$ cat src/rtl/assert_macros.svh
// assertion macros used by the top level rtl file
`ifndef ASSERT_MACROS_SVH
`define ASSERT_MACROS_SVH

// property must hold at every clock edge outside reset
`define CAV_ASSERT(lbl, prop, msg) \
	lbl: assert property (@(posedge clk) disable iff (!arst_n) prop) else $error(msg);

// condition must never be seen outside reset
`define CAV_NEVER(lbl, cond, msg) \
	lbl: assert property (@(posedge clk) disable iff (!arst_n) !(cond)) else $error(msg);

`endif

$ cat src/rtl/cav_pkg.sv
// shared types and constants of the covariance absolute value detector
package cav_pkg;

	localparam int unsigned SAMPLE_BITS = 16;
	localparam int unsigned ACC_W       = 48;
	localparam int unsigned PWR_W       = 56;
	localparam int unsigned ALPHA_W     = 24;
	localparam int unsigned THR_W       = 16;
	localparam int unsigned MAG_W       = 49;
	localparam int unsigned SQ_W        = 98;
	localparam int unsigned SUM_W       = 64;
	localparam int unsigned M_W         = 32;

	// defaults of the top level parameters
	localparam int unsigned MAX_LAGS_DEF     = 16;
	localparam int unsigned MAX_BLOCK_DEF    = 4096;
	localparam int unsigned READY_BLOCKS_DEF = 50;

	// apb port
	localparam int unsigned ADDR_W = 5;
	localparam int unsigned DATA_W = 32;

	// register indexes
	localparam logic [2:0] REG_LAG_COUNT  = 3'd0;
	localparam logic [2:0] REG_BLOCK_LEN  = 3'd1;
	localparam logic [2:0] REG_THRESHOLD  = 3'd2;
	localparam logic [2:0] REG_EWMA_ALPHA = 3'd3;
	localparam logic [2:0] REG_SNR_ENABLE = 3'd4;

	// register reset values
	localparam logic [4:0]         LAG_COUNT_RST  = 5'd8;
	localparam logic [12:0]        BLOCK_LEN_RST  = 13'd1024;
	localparam logic [THR_W-1:0]   THRESHOLD_RST  = 16'd4915;
	localparam logic [ALPHA_W-1:0] EWMA_ALPHA_RST = 24'd1678;

	typedef struct packed {
		logic signed [SAMPLE_BITS-1:0] sample_i;
		logic signed [SAMPLE_BITS-1:0] sample_q;
	} in_t;

	typedef struct packed {
		logic             detected;
		logic             noise_ready;
		logic [PWR_W-1:0] noise_power;
		logic [PWR_W-1:0] signal_noise_power;
	} out_t;

	// control that the sequencer broadcasts to every lag cell
	typedef struct packed {
		logic load;
		logic mul;
		logic acc;
		logic shift;
		logic clear;
	} cell_ctl_t;

endpackage

$ cat src/rtl/cav_mag.sv
// floor magnitude of a complex 48-bit sum: squares by partial products, then bitwise root
module cav_mag (
	input  logic                         clk,
	input  logic                         arst_n,
	input  logic                         start,
	input  logic [cav_pkg::ACC_W-1:0]    re,
	input  logic [cav_pkg::ACC_W-1:0]    im,
	output logic                         busy,
	output logic                         done,
	output logic [cav_pkg::MAG_W-1:0]    mag
);
	localparam int unsigned AW = cav_pkg::ACC_W;
	localparam int unsigned HW = AW / 2;
	localparam int unsigned QW = cav_pkg::SQ_W;
	localparam int unsigned MW = cav_pkg::MAG_W;
	localparam int unsigned RW = MW + 2;
	localparam int unsigned SQ_STEPS = 6;

	typedef enum logic [2:0] {
		M_IDLE = 3'b001,
		M_SQ   = 3'b010,
		M_ROOT = 3'b100
	} mstate_t;

	mstate_t         state_q;
	logic [5:0]      step_q;
	logic            done_q;
	logic [AW-1:0]   a_q, b_q;
	logic [QW-1:0]   rad_q;
	logic [RW-1:0]   rem_q;
	logic [MW-1:0]   root_q;
	logic [AW-1:0]   abs_re, abs_im;
	logic [HW-1:0]   op1, op2;
	logic [2*HW-1:0] prod;
	logic [QW-1:0]   term;
	logic [RW+1:0]   rem_n, trial;

	assign abs_re = re[AW-1] ? (~re + AW'(1)) : re;
	assign abs_im = im[AW-1] ? (~im + AW'(1)) : im;

	// partial product of the current squaring step
	always_comb begin
		op1  = a_q[AW-1:HW];
		op2  = a_q[AW-1:HW];
		case (step_q)
			6'd0: begin op1 = a_q[AW-1:HW]; op2 = a_q[AW-1:HW]; end
			6'd1: begin op1 = a_q[AW-1:HW]; op2 = a_q[HW-1:0]; end
			6'd2: begin op1 = a_q[HW-1:0];  op2 = a_q[HW-1:0]; end
			6'd3: begin op1 = b_q[AW-1:HW]; op2 = b_q[AW-1:HW]; end
			6'd4: begin op1 = b_q[AW-1:HW]; op2 = b_q[HW-1:0]; end
			default: begin op1 = b_q[HW-1:0]; op2 = b_q[HW-1:0]; end
		endcase
		prod = op1 * op2;
		case (step_q)
			6'd0, 6'd3: term = QW'(prod) << AW;
			6'd1, 6'd4: term = QW'(prod) << (HW + 1);
			default:    term = QW'(prod);
		endcase
	end

	// one root digit
	assign rem_n = {rem_q, rad_q[QW-1:QW-2]};
	assign trial = {2'b00, root_q, 2'b01};

	// sequencer
	always_ff @(posedge clk or negedge arst_n) begin
		if (!arst_n) begin
			state_q <= M_IDLE;
			step_q  <= '0;
			done_q  <= 1'b0;
		end else begin
			done_q <= 1'b0;
			case (state_q)
				M_IDLE: begin
					if (start) begin
						state_q <= M_SQ;
						step_q  <= '0;
					end
				end
				M_SQ: begin
					if (step_q == 6'(SQ_STEPS - 1)) begin
						state_q <= M_ROOT;
						step_q  <= '0;
					end else begin
						step_q <= step_q + 6'd1;
					end
				end
				M_ROOT: begin
					if (step_q == 6'(MW - 1)) begin
						state_q <= M_IDLE;
						done_q  <= 1'b1;
					end else begin
						step_q <= step_q + 6'd1;
					end
				end
				default: state_q <= M_IDLE;
			endcase
		end
	end

	// datapath
	always_ff @(posedge clk) begin
		case (state_q)
			M_IDLE: begin
				a_q    <= abs_re;
				b_q    <= abs_im;
				rad_q  <= '0;
				rem_q  <= '0;
				root_q <= '0;
			end
			M_SQ: begin
				rad_q <= rad_q + term;
			end
			M_ROOT: begin
				rad_q <= rad_q << 2;
				if (rem_n >= trial) begin
					rem_q  <= RW'(rem_n - trial);
					root_q <= {root_q[MW-2:0], 1'b1};
				end else begin
					rem_q  <= RW'(rem_n);
					root_q <= {root_q[MW-2:0], 1'b0};
				end
			end
			default: rad_q <= rad_q;
		endcase
	end

	assign busy = (state_q != M_IDLE);
	assign done = done_q;
	assign mag  = root_q;
endmodule

$ cat config.mk
export PLATFORM = sky130hd
export DESIGN_NAME = cav_mag
export DESIGN_NICKNAME = d
export VERILOG_FILES = /design/src/rtl/assert_macros.svh /design/src/rtl/cav_pkg.sv /design/src/rtl/cav_mag.sv
export SDC_FILE = /design/constraint.sdc
export NUM_CORES = 2
export LEC_CHECK = 0
export ABC_AREA = 1
export BUFFER_PORTS_ARGS = -buffer_cell sky130_fd_sc_hd__buf_2
export CAP_MARGIN = 15
export CORE_ASPECT_RATIO = 0.6
export CORE_MARGIN = 4
export CORE_UTILIZATION = 40
export CTS_CLUSTER_SIZE = 40
export DETAILED_ROUTE_END_ITERATION = 8
export PLACE_DENSITY = 0.57
export SYNTH_ARGS = -nofsm -noshare
export SYNTH_HDL_FRONTEND = slang
export SYNTH_SLANG_ARGS = --single-unit
$ cat constraint.sdc
create_clock -name clk -period 27.1 [get_ports clk]
set_input_delay 2.71 -clock clk [delete_from_list [all_inputs] [get_ports clk]]
set_output_delay 2.71 -clock clk [all_outputs]
set_load 0.02 [all_outputs]
==> results.md <==
- Clock tree from TritonCTS: yes
- Worst hold slack: roughly 560 ps
- Routed Antenna Nets: 0
- Clock input transition at the sequential cells of the worst setup and hold paths: approximately 70 ps
- Shortest period the worst path allows: 13380 ps
- First-pass iteration count of the detailed router: 9
- Cell occurring most often along the worst timing path: nand2_1
- Number of buffers on the longest clock path: 3
- Clock sink count: just over 300
- Highest achievable clock rate: 74.7 MHz
- Synth warn: 0
- Clock latency on the worst-skew pair: 630 ps
- Largest net degree at the start of global routing: 82
- Top-level I/O count: 150
- Post-Synthesis Net Count: roughly 8.2k
- Global-route wire length before repair: 304000 µm
- Number of levels the H-tree was split into: 2
- Clock Skew: 37.0 ps
- Most common library cell in the layout ignoring fill and taps: nand2_1
- Placed instance count: about 9k
- Mean number of vias per cell: approximately 5.4
- DRC Markers: 0
- Full die area: roughly 130000 µm²
- Sequential area share after synthesis: 0.184
- Number of enable-type register cells in the synthesized netlist: between 200 and 300
- Crit path from: step_q[0]$_DFFE_PN0P_
- Layout filler cell count: around 13k
- Die outline width: 461 µm
- Data required time at the worst endpoint: 27470 ps
- Hold-fix buffers, CTS: 0
- Final setup viols: 0
- Sum Neg Setup Slack: 0 ps
- Number of distinct library cells after synthesis: 57
- Overall Global Routing Usage: 0.322
- Area added between synthesis and finish: 7.11%
- Nets: 8288
- Critical Path Max Stage Delay: around 660 ps
- Top cells by area, synth: fa_1 (20%), edfxtp_1 (18%), nand2_1 (17%)
- Hold WC Path Type: flop to flop
- Post-synthesis instance total: 7305
- Total CTS buffers: 36
- Post-synth top area share: 0.196
- Total number of placement rows: 99
- Proportion of layout cells with a drive suffix above 1: 0.0468
- Routed length per instance: roughly 24 µm
- First DRT Iteration DRCs: 6633
- Result of the run: completed
- Relative slew slack: 0.217
- Post-DP HPWL: around 180000 µm
- Critical path data arrival time: 13750 ps
- Area of the core: between 100000 and 150000 µm²
- Type of element capturing the critical path: flop
- Final instance area: ~53000 µm²
- Multi-input combinational cell area: between 30000 and 40000 µm²
- Avg Cell Area, Syn: 6.74 µm²
- Number of I/O port buffers: 149
- Cell area reported after detailed placement: 51600 µm²
- Cell at the root of the clock tree: clkbuf_16
- Final count of hold timing violations: 0
- Initial Util: 0.404
- Worst Max-Slew Pin Slew: approximately 1200 ps
- Non-filler instance count after layout: between 9k and 10k
- Area of the mapped netlist: just under 50000 µm²
- Vias in the first global route: approximately 44k
- Hold Startpoint: rad_q[28]$_DFFE_PN_
- Overall die height: 280 µm
- Async set-reset flop share out of synthesis: 0.0329
- Startpoint-to-endpoint class of the critical path: flop to flop
- Post-route clock period utilization: 0.494
- Final Routed Wirelength: 213000 µm
- Routability congestion estimate from global placement: between 1 and 1.5
- Sequential cell area: between 9000 and 10000 µm²
- Congestion Overflow GR: 0
- Most instantiated flip-flop cell in the synthesis netlist: edfxtp_1
- Master of the slowest instance on the critical path: nand2_1
- Critical Path Fanout Max: 39
- Critical register-to-register path startpoint: step_q[0]$_DFFE_PN0P_
- Top cell type by total area after synthesis: fa_1
- Initial antenna violation count: 3
- Max Cap Viol: 0
- Vias: 49.0k
- Number of max-slew violations in the final report: 0
- Register bit total from synthesis: 304
- Most frequent cells in the layout: nand2_1 (2199), inv_1 (1488), nor2_1 (981), fa_1 (483), ha_1 (327)
- RSZ-0062 raised after global routing: no
- Post-cts repair resize count: 0
- CP Launch Type: flop
- Post-CTS Setup Bufs: 0
## layer usage
metal | share of wire | vias to the layer above | routed length [µm] | track usage
met5 | 0.0028 | - | 603 | 0.0209
met4 | 0.010 | 10 | 2230 | 0.0317
met3 | 0.15 | 163 | 33000 | 0.143
met2 | 0.34 | 2699 | 71800 | 0.374
met1 | 0.49 | 23600 | 105000 | 0.531
li1 | - | 22500 | - | -
## final cells by class
cell class | count | share of cell area
multi-input combinational | 5318 | 0.639
sequential | 304 | 0.172
inverter | 1521 | 0.108
tap | 1616 | 0.0383
timing repair buffer | 198 | 0.0211
clock buffer | 38 | 0.0172
clock inverter | 28 | 0.00349
antenna | 3 | 0.000142
## through the flow
stage | util | worst slack, ps
2_1_floorplan | - | 18180
3_3_place_gp | 0.424 | 13880
3_5_place_dp | 0.424 | 14640
6_report | 0.433 | 13720
4_1_cts | 0.433 | 14600
5_1_grt | 0.433 | 13580
## final timing paths
kind | to | slack, ps | cells past startpoint
worst max-delay path | rad_q[91]$_DFFE_PN_ | 13720 | 43
worst min-delay path | rad_q[30]$_DFFE_PN_ | 560 | 2
worst max register to register | rad_q[91]$_DFFE_PN_ | 13720 | 43
worst min register to register | rad_q[30]$_DFFE_PN_ | 560 | 2
max in group asynchronous | state_q[0]$_DFFE_PN1P_ | 24860 | 1
min in group asynchronous | step_q[2]$_DFFE_PN0P_ | 1970 | 1
## sequential cells by signal, indices dropped and copies added, names as in the netlist
| register | count |
|---|---|
| rem_q | 51 |
| b_q | 48 |
| mag | 49 |
| step_q | 6 |
| state_q | 3 |
| a_q | 48 |
| rad_q | 98 |
| done | 1 |
## worst max-delay path: cells and delay by family (launching register included)
family | cells | cell delay [ps]
DFF | 1 | 420
xor gates and xnor gates | 1 | 450
and+or+nand+nor | 19 | 5280
buffers and inverters | 9 | 1460
adders and majority gates | 10 | 4430
AOI/OAI and AO/OA | 4 | 1060
## synth_stat cells (13+ instances only)
cell type and count:
o22ai_1 18, nor4_1 14, fa_1 483, ha_1 327
nor2_1 981, xnor2_1 59, inv_2 27, buf_2 82
nand2_1 2200, o21a_1 13, xor2_1 83, inv_1 1490
o21ai_2 15, or2_2 15, and2_1 18, nand3_1 291
edfxtp_1 294, o21bai_1 22, clkbuf_1 55, o21ai_0 224
a21oi_1 281, nand3b_1 15, nor3_1 61, nand4_1 102
## cells by family after synthesis
logic type      after synthesis  share of synthesized area
simple gates               3718                      0.304
buf+inv                    1683                      0.132
fa+ha+maj                   810                      0.279
compound gates              648                     0.0747
flops                       304                      0.184
xor+xnor                    142                     0.0253
Power is left out: the tool's default activity adds up to more than one toggle a clock period on the data nets, which glitch-free logic cannot reach.
