### src/rtl/assert_macros.svh
// assertion macros used by the top level rtl file
`ifndef ASSERT_MACROS_SVH
`define ASSERT_MACROS_SVH

// property must hold at every clock edge outside reset
`define CAV_ASSERT(lbl, prop, msg) \
	lbl: assert property (@(posedge clk) disable iff (!arst_n) prop) else $error(msg);

// condition must never be seen outside reset
`define CAV_NEVER(lbl, cond, msg) \
	lbl: assert property (@(posedge clk) disable iff (!arst_n) !(cond)) else $error(msg);

`endif

### src/rtl/cav_pkg.sv
// shared types and constants of the covariance absolute value detector
package cav_pkg;

	localparam int unsigned SAMPLE_BITS = 16;
	localparam int unsigned ACC_W       = 48;
	localparam int unsigned PWR_W       = 56;
	localparam int unsigned ALPHA_W     = 24;
	localparam int unsigned THR_W       = 16;
	localparam int unsigned MAG_W       = 49;
	localparam int unsigned SQ_W        = 98;
	localparam int unsigned SUM_W       = 64;
	localparam int unsigned M_W         = 32;

	// defaults of the top level parameters
	localparam int unsigned MAX_LAGS_DEF     = 16;
	localparam int unsigned MAX_BLOCK_DEF    = 4096;
	localparam int unsigned READY_BLOCKS_DEF = 50;

	// apb port
	localparam int unsigned ADDR_W = 5;
	localparam int unsigned DATA_W = 32;

	// register indexes
	localparam logic [2:0] REG_LAG_COUNT  = 3'd0;
	localparam logic [2:0] REG_BLOCK_LEN  = 3'd1;
	localparam logic [2:0] REG_THRESHOLD  = 3'd2;
	localparam logic [2:0] REG_EWMA_ALPHA = 3'd3;
	localparam logic [2:0] REG_SNR_ENABLE = 3'd4;

	// register reset values
	localparam logic [4:0]         LAG_COUNT_RST  = 5'd8;
	localparam logic [12:0]        BLOCK_LEN_RST  = 13'd1024;
	localparam logic [THR_W-1:0]   THRESHOLD_RST  = 16'd4915;
	localparam logic [ALPHA_W-1:0] EWMA_ALPHA_RST = 24'd1678;

	typedef struct packed {
		logic signed [SAMPLE_BITS-1:0] sample_i;
		logic signed [SAMPLE_BITS-1:0] sample_q;
	} in_t;

	typedef struct packed {
		logic             detected;
		logic             noise_ready;
		logic [PWR_W-1:0] noise_power;
		logic [PWR_W-1:0] signal_noise_power;
	} out_t;

	// control that the sequencer broadcasts to every lag cell
	typedef struct packed {
		logic load;
		logic mul;
		logic acc;
		logic shift;
		logic clear;
	} cell_ctl_t;

endpackage

### src/rtl/cav_cell.sv
// one lag cell: history tap and complex correlation accumulator
module cav_cell (
	input  logic                                clk,
	input  logic                                arst_n,
	input  cav_pkg::cell_ctl_t                  ctl,
	input  cav_pkg::in_t                        x,
	input  logic [2*cav_pkg::SAMPLE_BITS-1:0]   prev_hist,
	output logic [2*cav_pkg::SAMPLE_BITS-1:0]   hist,
	input  logic [cav_pkg::ACC_W-1:0]           next_re,
	input  logic [cav_pkg::ACC_W-1:0]           next_im,
	output logic [cav_pkg::ACC_W-1:0]           acc_re,
	output logic [cav_pkg::ACC_W-1:0]           acc_im
);
	localparam int unsigned SB = cav_pkg::SAMPLE_BITS;
	localparam int unsigned PW = 2 * SB + 1;

	logic [2*SB-1:0]          hist_q;
	logic [cav_pkg::ACC_W-1:0] re_q, im_q;
	logic signed [PW-1:0]     pre_q, pim_q;
	logic signed [PW-1:0]     pre, pim;
	logic signed [SB-1:0]     yi, yq;

	assign yi = hist_q[SB-1:0];
	assign yq = hist_q[2*SB-1:SB];

	// x times conj of the lagged sample
	assign pre = x.sample_i * yi + x.sample_q * yq;
	assign pim = x.sample_q * yi - x.sample_i * yq;

	// history tap and accumulators
	always_ff @(posedge clk or negedge arst_n) begin
		if (!arst_n) begin
			hist_q <= '0;
			re_q   <= '0;
			im_q   <= '0;
		end else begin
			if (ctl.load) begin
				hist_q <= prev_hist;
			end
			if (ctl.clear) begin
				re_q <= '0;
				im_q <= '0;
			end else if (ctl.shift) begin
				re_q <= next_re;
				im_q <= next_im;
			end else if (ctl.acc) begin
				re_q <= re_q + cav_pkg::ACC_W'(pre_q);
				im_q <= im_q + cav_pkg::ACC_W'(pim_q);
			end
		end
	end

	// product register
	always_ff @(posedge clk) begin
		if (ctl.mul) begin
			pre_q <= pre;
			pim_q <= pim;
		end
	end

	assign hist   = hist_q;
	assign acc_re = re_q;
	assign acc_im = im_q;
endmodule

### config.mk
export PLATFORM = sky130hd
export DESIGN_NAME = cav_cell
export DESIGN_NICKNAME = d
export VERILOG_FILES = /design/src/rtl/assert_macros.svh /design/src/rtl/cav_pkg.sv /design/src/rtl/cav_cell.sv
export SDC_FILE = /design/constraint.sdc
export NUM_CORES = 2
export LEC_CHECK = 0
export BUFFER_PORTS_ARGS = -buffer_cell sky130_fd_sc_hd__buf_4
export CELL_PAD_IN_SITES_DETAIL_PLACEMENT = 1
export CELL_PAD_IN_SITES_GLOBAL_PLACEMENT = 1
export CORE_MARGIN = 8
export CORE_UTILIZATION = 36
export DETAILED_ROUTE_END_ITERATION = 10
export PLACE_DENSITY = 0.71
export SETUP_SLACK_MARGIN = 0.02
export SYNTH_ARGS = -nofsm -noshare
export SYNTH_HDL_FRONTEND = slang
export SYNTH_SLANG_ARGS = --single-unit
### constraint.sdc
create_clock -name clk -period 13.6 [get_ports clk]
set_input_delay 0 -clock clk [delete_from_list [all_inputs] [get_ports clk]]
set_output_delay 0 -clock clk [all_outputs]
set_load 0.01 [all_outputs]
==> flow_results.xml <==
<?xml version="1.0" encoding="UTF-8"?>
<metrics>
  <group name="outcome">
    <metric name="run_status" unit="">finished, final reports clean</metric>
  </group>
  <group name="critical_path">
    <metric name="slowest_stage" unit="">sky130_fd_sc_hd__clkinv_1</metric>
    <metric name="timing.critical_path.from_type" unit="">register</metric>
    <metric name="critPathLaunch" unit="">hist[31]$_DFFE_PN0P_</metric>
    <metric name="cp_slowest_stage_delay" unit="ns">1.14</metric>
    <metric name="critical-path-top-delay-family" unit="">adder cells</metric>
    <metric name="worst_path_most_repeated_cell" unit="">sky130_fd_sc_hd__fa_1</metric>
    <metric name="critical_path.n_buffers_inverters" unit="">4</metric>
    <metric name="path_depth" unit="">25</metric>
    <metric name="worst-r2r-cell-count" unit="">25</metric>
    <metric name="worstReg2RegStart" unit="">hist[31]$_DFFE_PN0P_</metric>
    <metric name="regToRegSetupSlack" unit="ns">4.43</metric>
    <metric name="timing.critical_path.to_type" unit="">register</metric>
    <metric name="r2r-end" unit="">pim_q[32]$_DFFE_PP_</metric>
    <metric name="worst-setup-path-type" unit="">reg -&gt; reg</metric>
    <metric name="critical_path.endpoint" unit="">pim_q[32]$_DFFE_PP_</metric>
    <metric name="worst-endpoint-arrival" unit="ns">9.55</metric>
    <metric name="path_max_fanout" unit="">26</metric>
    <metric name="required" unit="ns">13.98</metric>
  </group>
  <group name="sta">
    <metric name="fin_tns_setup" unit="ns">0</metric>
    <metric name="setup_ws" unit="ns">4.43</metric>
    <metric name="timing.final.crit_period" unit="ns">9.17</metric>
    <metric name="finalMaxSlewViolations" unit="">0</metric>
    <metric name="timing_hold_violations_final" unit="">0</metric>
    <metric name="fin_crit_sh" unit="%">67.4</metric>
    <metric name="setup-violations-final" unit="">0</metric>
    <metric name="skew" unit="ns">0.0508</metric>
    <metric name="rsz0062_at_grt" unit="">false</metric>
    <metric name="maxSlewHeadroom" unit="%">20.5</metric>
    <metric name="worst_pin_slew" unit="ns">1.19</metric>
    <metric name="max_freq" unit="MHz">109</metric>
  </group>
  <group name="clocking">
    <metric name="cts_tree" unit="">yes</metric>
    <metric name="postCtsSetupBuffers" unit="">0</metric>
    <metric name="cts_max_path_buffers" unit="">2</metric>
    <metric name="clkTransAtPathRegs" unit="ns">0.13</metric>
    <metric name="clockRootBuffer" unit="">sky130_fd_sc_hd__clkbuf_16</metric>
    <metric name="clock_sink_count" unit="">194</metric>
    <metric name="clk_latency" unit="ns">0.57</metric>
    <metric name="tritoncts.num_buffers" unit="">17</metric>
    <metric name="cts-htree-levels" unit="">4</metric>
  </group>
  <group name="layout">
    <metric name="share_of_post_route_cells_with_drive_strength_above_1" unit="%">7.06</metric>
    <metric name="area_delta_synth_final" unit="%">11.3</metric>
    <metric name="multiInputGateArea" unit="um^2">41600</metric>
    <metric name="fillers" unit="">16700</metric>
    <metric name="mostFrequentLayoutCell" unit="">sky130_fd_sc_hd__inv_1</metric>
    <metric name="post-route-util" unit="%">40.4</metric>
    <metric name="final_net_count" unit="">7624</metric>
    <metric name="ff_latch_area" unit="um^2">5180</metric>
    <metric name="final_cell_count_no_fill" unit="">7815</metric>
    <metric name="mostFrequentLayoutCells" unit="">1345 x sky130_fd_sc_hd__inv_1, 1175 x sky130_fd_sc_hd__fa_1, 578 x sky130_fd_sc_hd__nand2_1</metric>
  </group>
  <group name="detailed_routing">
    <metric name="ant_nets" unit="">0</metric>
    <metric name="route.detailed.wl_per_inst" unit="um">21.0</metric>
    <metric name="drc" unit="">0</metric>
    <metric name="drt-total-wl" unit="um">164000</metric>
    <metric name="drt_iter0_drc" unit="">1800</metric>
    <metric name="drtPass1Iterations" unit="">5</metric>
    <metric name="dr_total_vias" unit="">39300</metric>
    <metric name="avgViaCountPerCell" unit="">5.03</metric>
  </group>
  <group name="die">
    <metric name="die_w" unit="um">399</metric>
    <metric name="ios" unit="">295</metric>
    <metric name="placeableCoreArea" unit="um^2">146000</metric>
    <metric name="die_y" unit="um">399</metric>
    <metric name="initial_core_util" unit="%">36.3</metric>
    <metric name="die_area" unit="um^2">159000</metric>
    <metric name="placement_rows" unit="">140</metric>
  </group>
  <group name="global_routing">
    <metric name="grt_start_max_net_pins" unit="">84</metric>
    <metric name="grt_util_all_layers" unit="%">21.0</metric>
    <metric name="antenna_violations_before_repair" unit="">13</metric>
    <metric name="global_route.overflow_total" unit="">0</metric>
    <metric name="grt_pass1_wl" unit="um">261000</metric>
    <metric name="first_global_vias" unit="">45900</metric>
  </group>
  <group name="placed_design">
    <metric name="pre_cts_slack" unit="ns">4.53</metric>
    <metric name="place_congestion" unit="">0.909</metric>
    <metric name="io_buffer_count" unit="">294</metric>
    <metric name="place.detailed.hpwl" unit="um">129000</metric>
    <metric name="dpl.cell_count" unit="">7630</metric>
  </group>
  <group name="synthesis">
    <metric name="syn_area_per_cell" unit="um^2">9.37</metric>
    <metric name="synth.largest_area_cell" unit="">sky130_fd_sc_hd__fa_1</metric>
    <metric name="yosysWarnings" unit="">0</metric>
    <metric name="netlist_instances" unit="">5641</metric>
    <metric name="synth_top_cells_by_area" unit="">sky130_fd_sc_hd__fa_1 45%, sky130_fd_sc_hd__ha_1 9.6%, sky130_fd_sc_hd__inv_1 9.6%</metric>
    <metric name="synth.yosys.seq_area_share" unit="%">9.81</metric>
    <metric name="synth_edf_count" unit="">66</metric>
    <metric name="asyncSetResetFlopFracSynth" unit="%">66.0</metric>
    <metric name="synth.ff_latch_count" unit="">194</metric>
    <metric name="dominantRegCellSynth" unit="">sky130_fd_sc_hd__dfrtp_1</metric>
    <metric name="number_of_nets_produced_by_synthesis" unit="">7387</metric>
    <metric name="post_synthesis_instance_area" unit="um^2">52900</metric>
    <metric name="post-synth-top-area-fraction" unit="%">44.5</metric>
    <metric name="synth_cell_type_count" unit="">72</metric>
  </group>
  <group name="flow_run">
    <metric name="drv_cap" unit="">0</metric>
  </group>
  <group name="min_path">
    <metric name="holdCritPathClass" unit="">in -&gt; reg</metric>
  </group>
</metrics>
## final cells by class
type	count	share of cell area [%]
multi-input combinational	3838	70.8
sequential	194	8.81
inverter	1348	8.60
timing repair buffer	479	6.74
tap	1917	4.08
clock buffer	17	0.723
clock inverter	15	0.247
antenna	7	0.0298
## kinds of logic after synthesis
| kind of cell | count (synthesis) | synth area share [%] |
|---|---|---|
| buffers and inverters | 1609 | 11.4 |
| XOR/XNOR | 180 | 2.98 |
| AND/OR/NAND/NOR | 1411 | 13.1 |
| flip-flops | 194 | 9.81 |
| AO/OA/AOI/OAI | 614 | 7.47 |
| multiplexers | 54 | 1.09 |
| adder cells (fa/ha/maj) | 1579 | 54.1 |
## flip-flops by register name (all words and copies together) (netlist names)
name and count:
acc_im 48, acc_re 48, pim_q 33, hist 32, pre_q 33
## routing by layer
metal  vias to the layer above  global-route usage (%)  part of all wire, %
met5                         -                       0                0.011
met4                         2                    6.63                  3.3
li1                      17400                       -                    -
met2                       822                    37.4                   50
met3                       219                    3.07                  4.5
met1                     20900                    26.3                   42
## worst min-delay path by stage
stage,from,endpoint,depth (start not counted)
2_1_floorplan,arst_n,acc_im[0]$_DFFE_PN0P_,0
3_3_place_gp,arst_n,acc_im[42]$_DFFE_PN0P_,1
3_5_place_dp,arst_n,acc_im[42]$_DFFE_PN0P_,1
4_1_cts,ctl[2],acc_im[46]$_DFFE_PN0P_,4
5_1_grt,ctl[2],acc_im[46]$_DFFE_PN0P_,4
6_report,ctl[2],acc_im[46]$_DFFE_PN0P_,4
## timing repair
item | 4_1_cts | 5_1_grt
gates resized for setup | 0 | 0
hold endpoints to repair | 199 | 0
hold buffers | 146 | 0
## stage by stage
stage          cell area, um^2  hold slack (ns)
2_1_floorplan            52900           -0.296
3_3_place_gp             56800            0.187
3_5_place_dp             56800            0.195
4_1_cts                  58800          0.00794
5_1_grt                  58800           0.0713
6_report                 58800           0.0538
## synthesized netlist by cell type (30+ instances only)
| cell type | n |
|---|---|
| sky130_fd_sc_hd__a21oi_1 | 191 |
| sky130_fd_sc_hd__and2_1 | 489 |
| sky130_fd_sc_hd__xor2_1 | 52 |
| sky130_fd_sc_hd__nand2b_1 | 41 |
| sky130_fd_sc_hd__a22oi_1 | 33 |
| sky130_fd_sc_hd__nand3_1 | 30 |
| sky130_fd_sc_hd__nor2_1 | 165 |
| sky130_fd_sc_hd__clkbuf_1 | 250 |
| sky130_fd_sc_hd__edfxtp_1 | 66 |
| sky130_fd_sc_hd__a21o_1 | 91 |
| sky130_fd_sc_hd__nand2_1 | 578 |
| sky130_fd_sc_hd__fa_1 | 1175 |
| sky130_fd_sc_hd__dfrtp_1 | 128 |
| sky130_fd_sc_hd__xnor2_1 | 128 |
| sky130_fd_sc_hd__mux2_2 | 30 |
| sky130_fd_sc_hd__inv_1 | 1345 |
| sky130_fd_sc_hd__o21ai_0 | 117 |
| sky130_fd_sc_hd__ha_1 | 404 |
## worst reg2reg max path: cells and delay by family (launching register included)
family / cells / cell delay, ns
adder cells (fa/ha/maj): 9 / 4.02
AO/OA/AOI/OAI: 11 / 2.51
buffers and inverters: 4 / 1.31
flip-flops: 1 / 0.79
AND/OR/NAND/NOR: 1 / 0.36
Power is not shown: default switching activity piles up to over one toggle a cycle in this logic, so the estimate is an artifact.
